**src/rtl/rbps_pkg.sv**
```systemverilog
package rbps_pkg;
  localparam int DataWidth       = 64;
  localparam int WordBitsDefault = 64;
  localparam int InputBitsDefault = 32;
  localparam int PrefixWidth     = 63;
  localparam int LenWidth        = 6;
  localparam int StatusWidth     = 2;

  typedef enum logic [StatusWidth-1:0] {
    ST_OK       = 2'd0,
    ST_ZERO     = 2'd1,
    ST_OVERFLOW = 2'd2,
    ST_PREFIX   = 2'd3
  } status_e;
endpackage

```
**src/rtl/rational_binary_period_split_top.sv**
```systemverilog
// Binary period split of a rational p/q.
// Input: numerator_i/denominator_i are taken at a clock edge with start high
// and busy low. busy stays high while the word is in work.
// Output: one result word per input, shown for one cycle with done_o high;
// the receiver cannot hold it off, so it must take it that cycle.
// Work per word: a binary gcd (one subtract or shift per cycle), two
// divisions on the shared bit-serial divider, stripping factors of two from
// the reduced denominator (up to 63), the period search (one trial per
// cycle, up to WORD_BITS-1), two more divisions and a shift-add multiply.
// Overflow and prefix errors end the word before the multiply.
// A zero input finishes with status 1 without leaving idle.
// Results are registered; busy drops in the cycle done_o rises, so the next
// word may be started then. Reset returns the sequencer to idle; no
// result word is pending after reset.
module rational_binary_period_split_top #(
  parameter int WORD_BITS  = rbps_pkg::WordBitsDefault,
  parameter int INPUT_BITS = rbps_pkg::InputBitsDefault
) (
  input  logic                               clk_i,
  input  logic                               rst_ni,
  input  logic                               start,
  output logic                               busy,
  input  logic [INPUT_BITS-1:0]              numerator_i,
  input  logic [INPUT_BITS-1:0]              denominator_i,
  output logic                               done_o,
  output logic [rbps_pkg::PrefixWidth-1:0]   prefix_bits_o,
  output logic [rbps_pkg::PrefixWidth-1:0]   cycle_bits_o,
  output logic [rbps_pkg::LenWidth-1:0]      cycle_length_o,
  output logic [rbps_pkg::StatusWidth-1:0]   status_o
);
  import rbps_pkg::*;

  localparam int DW = DataWidth;
  localparam int NW = 7;

  typedef enum logic [9:0] {
    S_IDLE  = 10'b0000000001,
    S_GCD   = 10'b0000000010,
    S_DIVA  = 10'b0000000100,
    S_DIVB  = 10'b0000001000,
    S_STRIP = 10'b0000010000,
    S_ORD   = 10'b0000100000,
    S_DIVK  = 10'b0001000000,
    S_DIVP  = 10'b0010000000,
    S_MUL   = 10'b0100000000,
    S_HOLD  = 10'b1000000000
  } state_e;

  state_e          state_q;
  logic [DW-1:0]   num_q, den_q, x_q, y_q, g_q, a_q, r_q, t_q, k_q, pfx_q;
  logic [NW-1:0]   sh_q, ell_q, en_q;
  logic [DW-1:0]   dvd_q, dvs_q, mul_a_q;
  logic            div_go_q, mul_go_q;
  logic            div_done, mul_done;
  logic [DW-1:0]   div_quo, div_rem, prod;
  logic [DW:0]     t_two;
  logic [DW-1:0]   t_next, h_val;
  logic [DW-1:0]   num_ext, den_ext;

  logic                   done_q;
  logic [PrefixWidth-1:0] pfx_o_q, cyc_o_q;
  logic [LenWidth-1:0]    len_o_q;
  status_e                st_o_q;

  rbps_div #(.DW(DW)) u_div (
    .clk_i, .rst_ni, .start_i(div_go_q), .dividend_i(dvd_q), .divisor_i(dvs_q),
    .done_o(div_done), .quo_o(div_quo), .rem_o(div_rem)
  );

  rbps_mul #(.DW(DW)) u_mul (
    .clk_i, .rst_ni, .start_i(mul_go_q), .a_i(mul_a_q), .b_i(k_q),
    .done_o(mul_done), .prod_o(prod)
  );

  always_comb begin
    num_ext = DW'(numerator_i) + DW'(denominator_i);
    den_ext = DW'(denominator_i) << 1;
    // (2^en - 1) mod r, stepped one exponent at a time
    t_two   = {t_q, 1'b1};
    t_next  = (t_two >= {1'b0, r_q}) ? DW'(t_two - {1'b0, r_q}) : t_two[DW-1:0];
    h_val   = {DW{1'b1}} >> (NW'(DW) - en_q);
  end

  assign busy = (state_q != S_IDLE);

  always_ff @(posedge clk_i or negedge rst_ni) begin
    if (!rst_ni) begin
      state_q  <= S_IDLE;
      div_go_q <= 1'b0;
      mul_go_q <= 1'b0;
      done_q   <= 1'b0;
    end else begin
      div_go_q <= 1'b0;
      mul_go_q <= 1'b0;
      done_q   <= 1'b0;
      case (state_q)
        S_IDLE: begin
          if (start) begin
            if (numerator_i == '0 || denominator_i == '0) begin
              done_q <= 1'b1;
            end else begin
              state_q <= S_GCD;
            end
          end
        end
        S_GCD: begin
          if (x_q == y_q) begin
            div_go_q <= 1'b1;
            state_q  <= S_DIVA;
          end
        end
        S_DIVA: begin
          if (div_done) begin
            div_go_q <= 1'b1;
            state_q  <= S_DIVB;
          end
        end
        S_DIVB: if (div_done) state_q <= S_STRIP;
        S_STRIP: if (r_q[0] || ell_q == NW'(63)) state_q <= S_ORD;
        S_ORD: begin
          if (t_next == '0) begin
            div_go_q <= 1'b1;
            state_q  <= S_DIVK;
          end else if (en_q == NW'(WORD_BITS - 1)) begin
            done_q  <= 1'b1;
            state_q <= S_IDLE;
          end
        end
        S_DIVK: begin
          if (div_done) begin
            div_go_q <= 1'b1;
            state_q  <= S_DIVP;
          end
        end
        S_DIVP: begin
          if (div_done) begin
            if ((div_quo >> ell_q) != '0) begin
              done_q  <= 1'b1;
              state_q <= S_IDLE;
            end else begin
              mul_go_q <= 1'b1;
              state_q  <= S_MUL;
            end
          end
        end
        S_MUL: begin
          if (mul_done) begin
            done_q  <= 1'b1;
            state_q <= S_IDLE;
          end
        end
        default: state_q <= S_IDLE;
      endcase
    end
  end

  always_ff @(posedge clk_i) begin
    case (state_q)
      S_IDLE: begin
        num_q   <= num_ext;
        den_q   <= den_ext;
        x_q     <= num_ext;
        y_q     <= den_ext;
        sh_q    <= '0;
        pfx_o_q <= '0;
        cyc_o_q <= '0;
        len_o_q <= '0;
        st_o_q  <= ST_ZERO;
      end
      S_GCD: begin
        // binary gcd, one step a cycle
        if (x_q == y_q) begin
          g_q   <= x_q << sh_q;
          dvd_q <= num_q;
          dvs_q <= x_q << sh_q;
        end else if (!x_q[0] && !y_q[0]) begin
          x_q  <= x_q >> 1;
          y_q  <= y_q >> 1;
          sh_q <= sh_q + 1'b1;
        end else if (!x_q[0]) begin
          x_q <= x_q >> 1;
        end else if (!y_q[0]) begin
          y_q <= y_q >> 1;
        end else if (x_q > y_q) begin
          x_q <= x_q - y_q;
        end else begin
          y_q <= y_q - x_q;
        end
      end
      S_DIVA: begin
        if (div_done) begin
          a_q   <= div_quo;
          dvd_q <= den_q;
          dvs_q <= g_q;
        end
      end
      S_DIVB: begin
        if (div_done) begin
          r_q   <= div_quo;
          ell_q <= '0;
        end
      end
      S_STRIP: begin
        if (!r_q[0] && ell_q != NW'(63)) begin
          r_q   <= r_q >> 1;
          ell_q <= ell_q + 1'b1;
        end else begin
          t_q  <= '0;
          en_q <= NW'(1);
        end
      end
      S_ORD: begin
        if (t_next == '0) begin
          dvd_q <= h_val;
          dvs_q <= r_q;
        end else if (en_q == NW'(WORD_BITS - 1)) begin
          pfx_o_q <= '0;
          cyc_o_q <= '0;
          len_o_q <= '0;
          st_o_q  <= ST_OVERFLOW;
        end else begin
          t_q  <= t_next;
          en_q <= en_q + 1'b1;
        end
      end
      S_DIVK: begin
        if (div_done) begin
          k_q   <= div_quo;
          dvd_q <= a_q;
          dvs_q <= r_q;
        end
      end
      S_DIVP: begin
        if (div_done) begin
          pfx_q   <= div_quo;
          mul_a_q <= div_rem;
          pfx_o_q <= '0;
          cyc_o_q <= '0;
          len_o_q <= '0;
          st_o_q  <= ST_PREFIX;
        end
      end
      S_MUL: begin
        if (mul_done) begin
          pfx_o_q <= pfx_q[PrefixWidth-1:0];
          cyc_o_q <= prod[PrefixWidth-1:0];
          len_o_q <= en_q[LenWidth-1:0];
          st_o_q  <= ST_OK;
        end
      end
      default: ;
    endcase
  end

  assign done_o         = done_q;
  assign prefix_bits_o  = pfx_o_q;
  assign cycle_bits_o   = cyc_o_q;
  assign cycle_length_o = len_o_q;
  assign status_o       = st_o_q;
endmodule

```
**src/rtl/rbps_div.sv**
```systemverilog
module rbps_div #(
  parameter int DW = rbps_pkg::DataWidth
) (
  input  logic          clk_i,
  input  logic          rst_ni,
  input  logic          start_i,
  input  logic [DW-1:0] dividend_i,
  input  logic [DW-1:0] divisor_i,
  output logic          done_o,
  output logic [DW-1:0] quo_o,
  output logic [DW-1:0] rem_o
);
  localparam int CW = $clog2(DW + 1);

  logic [DW-1:0] quo_q, rem_q, dvs_q;
  logic [CW-1:0] cnt_q;
  logic          run_q, done_q;
  logic [DW:0]   rem_sh, rem_d;
  logic          ge;

  // restoring divide, one quotient bit per cycle
  always_comb begin
    rem_sh = {rem_q, quo_q[DW-1]};
    ge     = rem_sh >= {1'b0, dvs_q};
    rem_d  = ge ? (rem_sh - {1'b0, dvs_q}) : rem_sh;
  end

  always_ff @(posedge clk_i or negedge rst_ni) begin
    if (!rst_ni) begin
      run_q  <= 1'b0;
      done_q <= 1'b0;
      cnt_q  <= '0;
    end else begin
      done_q <= 1'b0;
      if (start_i) begin
        run_q <= 1'b1;
        cnt_q <= CW'(DW);
      end else if (run_q) begin
        cnt_q <= cnt_q - 1'b1;
        if (cnt_q == CW'(1)) begin
          run_q  <= 1'b0;
          done_q <= 1'b1;
        end
      end
    end
  end

  always_ff @(posedge clk_i) begin
    if (start_i) begin
      quo_q <= dividend_i;
      rem_q <= '0;
      dvs_q <= divisor_i;
    end else if (run_q) begin
      quo_q <= {quo_q[DW-2:0], ge};
      rem_q <= rem_d[DW-1:0];
    end
  end

  assign done_o = done_q;
  assign quo_o  = quo_q;
  assign rem_o  = rem_q;
endmodule

```
**src/rtl/rbps_mul.sv**
```systemverilog
module rbps_mul #(
  parameter int DW = rbps_pkg::DataWidth
) (
  input  logic          clk_i,
  input  logic          rst_ni,
  input  logic          start_i,
  input  logic [DW-1:0] a_i,
  input  logic [DW-1:0] b_i,
  output logic          done_o,
  output logic [DW-1:0] prod_o
);
  localparam int CW = $clog2(DW + 1);

  logic [DW-1:0] acc_q, mcand_q, mplier_q;
  logic [CW-1:0] cnt_q;
  logic          run_q, done_q;

  always_ff @(posedge clk_i or negedge rst_ni) begin
    if (!rst_ni) begin
      run_q  <= 1'b0;
      done_q <= 1'b0;
      cnt_q  <= '0;
    end else begin
      done_q <= 1'b0;
      if (start_i) begin
        run_q <= 1'b1;
        cnt_q <= CW'(DW);
      end else if (run_q) begin
        cnt_q <= cnt_q - 1'b1;
        if (cnt_q == CW'(1)) begin
          run_q  <= 1'b0;
          done_q <= 1'b1;
        end
      end
    end
  end

  // shift-add, one multiplier bit per cycle; product kept modulo 2^DW
  always_ff @(posedge clk_i) begin
    if (start_i) begin
      acc_q    <= '0;
      mcand_q  <= a_i;
      mplier_q <= b_i;
    end else if (run_q) begin
      if (mplier_q[0]) acc_q <= acc_q + mcand_q;
      mcand_q  <= {mcand_q[DW-2:0], 1'b0};
      mplier_q <= {1'b0, mplier_q[DW-1:1]};
    end
  end

  assign done_o = done_q;
  assign prod_o = acc_q;
endmodule
```
**config.mk**
```make
export PLATFORM = sky130hd
export DESIGN_NAME = rational_binary_period_split_top
export DESIGN_NICKNAME = d
export VERILOG_FILES = /design/src/rtl/rbps_pkg.sv /design/src/rtl/rational_binary_period_split_top.sv /design/src/rtl/rbps_div.sv /design/src/rtl/rbps_mul.sv
export SDC_FILE = /design/constraint.sdc
export NUM_CORES = 2
export LEC_CHECK = 0
export ABC_AREA = 1
export BUFFER_PORTS_ARGS = -buffer_cell sky130_fd_sc_hd__buf_2
export CAP_MARGIN = 10
export CORE_MARGIN = 5
export CORE_UTILIZATION = 40
export DETAILED_ROUTE_END_ITERATION = 12
export PLACE_DENSITY = 0.55
export RECOVER_POWER = 25
export REMOVE_ABC_BUFFERS = 1
export SLEW_MARGIN = 0
export SYNTH_ARGS = -nofsm -noshare
export SYNTH_HDL_FRONTEND = slang
export SYNTH_SLANG_ARGS = --single-unit
export TNS_END_PERCENT = 100
```
**constraint.sdc**
```tcl
create_clock -name clk_i -period 11.9 [get_ports clk_i]
set_clock_uncertainty 0.15 [all_clocks]
set_input_delay 1.19 -clock clk_i [delete_from_list [all_inputs] [get_ports clk_i]]
set_output_delay 1.19 -clock clk_i [all_outputs]
set_load 0.05 [all_outputs]
```
==> impl_metrics.csv <==
group,metric,value,unit
power,peakVddDrop,0.0002423,V
global_route,grtUsageTotal,0.3002,
run_status,status,"finished, violations left",
global_route,use_met3,0.05688,
cts,htreeDepth,4,
layout,fillers,21170,
hold_path,hold_path_end,"u_div.dvs_q[12]$_DFFE_PP_",
timing,period_minus_slack,8.636,ns
timing,worst_pin_slew,5.686,ns
power,power.total,26.67,mW
critical_path,path_cells,"clkbuf_1 > o21ai_0 > mux2i_1 > o21ai_0 > o21ai_0 > o22ai_1 > nand2_1 > o21ai_0 > nand2_1 > nand2_1",
die,die_w,469.9,µm
yosys,async_reset_ff_frac,0.02249,
critical_path,critical_path.top_delay_family,"buffers and inverters",
layout,fin_area,93330,µm²
critical_path,path_depth,10,
power,p_leak,40.23,nW
timing,tns,0,ns
timing,maxSlewHeadroom,-2.790,
critical_path,cp_slowest_cell,"clkbuf_1",
hold_path,holdPathStages,0,
critical_path,r2r_end,"dvs_q[60]$_DFFE_PP_",
global_route,antenna_found_initial,11,
global_route,grt_pass1_wl,494.2,mm
die,fp-row-count,168,
timing,post-route-period-util,0.7257,
layout,regArea,38640,µm²
layout,multi_input_area,38760,µm²
drt,first_pass_iters,6,
cts,path_clk_slew,0.06,ns
drt,drt-total-wl,346.1,mm
timing,finalSetupViolCount,0,
timing,setup_ws,3.264,ns
cts,clockBufferDepth,3,
yosys,synth_ff_type,"edfxtp_1",
critical_path,path_max_fanout,130,
critical_path,rr_startpoint,"sh_q[0]$_SDFFCE_PP0P_",
global_route,grt_max_degree,131,
critical_path,cp_num_buf_inv,1,
cts,cts_made_buffers,155,
hold_path,min_from,"dvs_q[12]$_DFFE_PP_",
power,p_comb_frac,0.516,
global_route,use_met2,0.4587,
cts,tritoncts,"built",
die,ioPinCount,203,
place,post-dp-hpwl,269.7,mm
yosys,syn_area_per_cell,7.866,µm²
yosys,ys_types,71,
drt,vias,76070,
critical_path,rrSetupSlack,3.26,ns
layout,areaGrowthSynthToFinish,10.32,%
die,dieArea,220800,µm²
critical_path,rr_worst_depth,10,
run,cap_violations,13,
global_route,grt.overflow.total,0,
layout,drive_gt1_frac,0.05709,
yosys,yosysWarnings,0,
timing,fmax,0.1158,GHz
yosys,ys_seq_elements,1334,
cts,cts_resized,0,
yosys,synth_area,84600,µm²
critical_path,arrival,8.98,ns
power,p_int,13.35,mW
place,place.gp.congestion,1.006,
place,dp_cells,13430,
die,start_util,0.4029,
cts,clock_sinks,1334,
cts,root_buffer,"clkbuf_16",
power,p_sw_frac,0.4993,
critical_path,worstPathRequired,12.25,ns
timing,grt_setup_unrepaired,"no",
drt,drc,0,
layout,final_common_cell,"nand2_1",
drt,drtIter0Drc,8881,
yosys,synth_edf_count,1177,
cts,clock_latency,0.84,ns
critical_path,worstSetupPathType,"reg -> reg",
die,core-area,210000,µm²
critical_path,start_kind,"register",
drt,wire_per_inst,25.23,µm
power,power_density,285.8,nW/µm²
layout,mostFrequentLayoutCells,"nand2_1, inv_1, edfxtp_1",
place,place_ws,4.908,ns
layout,num-nets-final,11220,
layout,finish.utilization,0.4444,
timing,hold-worst-slack,0.2295,ns
timing,hold_viol_final,0,
critical_path,slowest_delay,3.94,ns
yosys,ys_seq_area_frac,0.4567,
critical_path,critPathCaptureType,"register",
run_status,violations,"capacitance limit, slew limit",
place,port_buffers,202,
global_route,grt_pass1_vias,71760,
hold_path,hp-class,"reg -> reg",
power,seq_power_share,0.300,
yosys,synth_cells,10760,
global_route,grtUsageMet1,0.4256,
drt,drtAntennaViolNets,0,
die,die_y,469.9,µm
cts,ctsHoldBuffers,0,
global_route,busiest_layer,"met2",
cts,cts_setup_buffers,0,
place,placed_area,88210,µm²
layout,stdcell_count,13720,
power,p_switching,13.32,mW
timing,drv_slew,753,
power,p_clk_frac,0.184,
drt,viasPerCell,5.544,
critical_path,cp_common_cell,"o21ai_0",
-- flip-flops by register name, indices dropped and copies added, names as in the netlist, 9 cells and up --
| signal | cells |
|---|---|
| state_q | 9 |
| u_div.quo_o | 64 |
| dvs_q | 64 |
| mul_a_q | 63 |
| prefix_bits_o | 63 |
| u_div.rem_o | 64 |
| u_mul.mplier_q | 64 |
| pfx_q | 63 |
| dvd_q | 64 |
| u_mul.mcand_q | 63 |
| k_q | 64 |
| g_q | 64 |
| a_q | 64 |
| y_q | 64 |
| t_q | 64 |
| u_mul.prod_o | 63 |
| den_q | 32 |
| r_q | 64 |
| cycle_bits_o | 63 |
| num_q | 33 |
| x_q | 64 |
| u_div.dvs_q | 64 |
-- worst register-to-register path, delay by kind of cell (launching register included) --
kind	cells	cell delay, ns
compound gates	5	2.89
buf+inv	1	3.94
flops	1	0.31
mux	1	0.62
simple gates	3	0.42
-- cells by family after synthesis --
kind of cell / synth area share
adders and majority gates: 0.05466
DFF: 0.4567
and+or+nand+nor: 0.2252
buffers and inverters: 0.08661
xor gates and xnor gates: 0.02702
muxes: 0.01065
AOI/OAI and AO/OA: 0.1391
-- metal layers --
| layer | up-vias | part of all wire | wire length, µm |
|---|---|---|---|
| li1 | 35840 | - | - |
| met1 | 36450 | 0.44 | 153500 |
| met2 | 3251 | 0.43 | 150000 |
| met3 | 519 | 0.082 | 28370 |
| met4 | 4 | 0.041 | 14160 |
| met5 | - | 0.000092 | 32 |
-- cell usage after synthesis (21+ instances only) --
cell type	number	area (µm²)
ha_1	360	4504
a22oi_1	98	735.7
o21bai_1	29	217.7
nand2_1	2829	10620
inv_1	1438	5398
buf_2	67	335.3
a221oi_1	31	271.5
nor2_1	1045	3923
o21a_1	36	270.3
nor4_1	41	256.5
inv_2	22	82.58
buf_1	59	221.5
nand4_1	51	319.1
o22ai_1	37	231.5
mux2i_1	90	900.9
a31oi_1	86	538.0
dfrtp_1	29	725.7
o21ai_0	748	3744
nand2_2	23	143.9
nor3_1	72	360.4
xnor2_1	89	779.5
a21o_1	21	157.7
o21ai_1	22	110.1
o211ai_1	47	352.8
dfxtp_1	127	2542
xor2_1	172	1506
edfxtp_1	1177	35340
nand3_1	525	2628
clkbuf_1	284	1066
a21oi_1	854	4274
-- final cells by class --
type,count,area share
clock buffers,188,0.04411
repair buffers,301,0.01794
clock inverters,100,0.01160
diodes,4,0.0001073
inverters,1471,0.05928
well taps,2805,0.03761
flip-flops and latches,1334,0.4140
multi-input cells,7519,0.4154
-- worst max path at each step --
stage	startpoint	end	slack, ns
floorplan	state_q[7]$_DFFE_PN0P_	dvd_q[0]$_DFFE_PP_	-0.80
global placement	r_q[1]$_DFFE_PP_	dvs_q[63]$_DFFE_PP_	5.04
detailed placement	r_q[1]$_DFFE_PP_	dvs_q[59]$_DFFE_PP_	4.91
CTS	r_q[1]$_DFFE_PP_	dvs_q[13]$_DFFE_PP_	4.88
global route	sh_q[0]$_SDFFCE_PP0P_	dvs_q[60]$_DFFE_PP_	2.57
finish	sh_q[0]$_SDFFCE_PP0P_	dvs_q[60]$_DFFE_PP_	3.26
-- power groups by stage --
stage                     Clock, mW  Combinational, mW  Sequential (mW)
after global placement            0               13.4             8.03
after detailed placement          0               13.4             8.05
after floorplan                   0               7.74             8.35
after CTS                      5.00               13.5             7.96
after global routing           5.20               14.8             8.07
final                          4.92               13.7             8.00
Power figures use the tool's default switching activity.
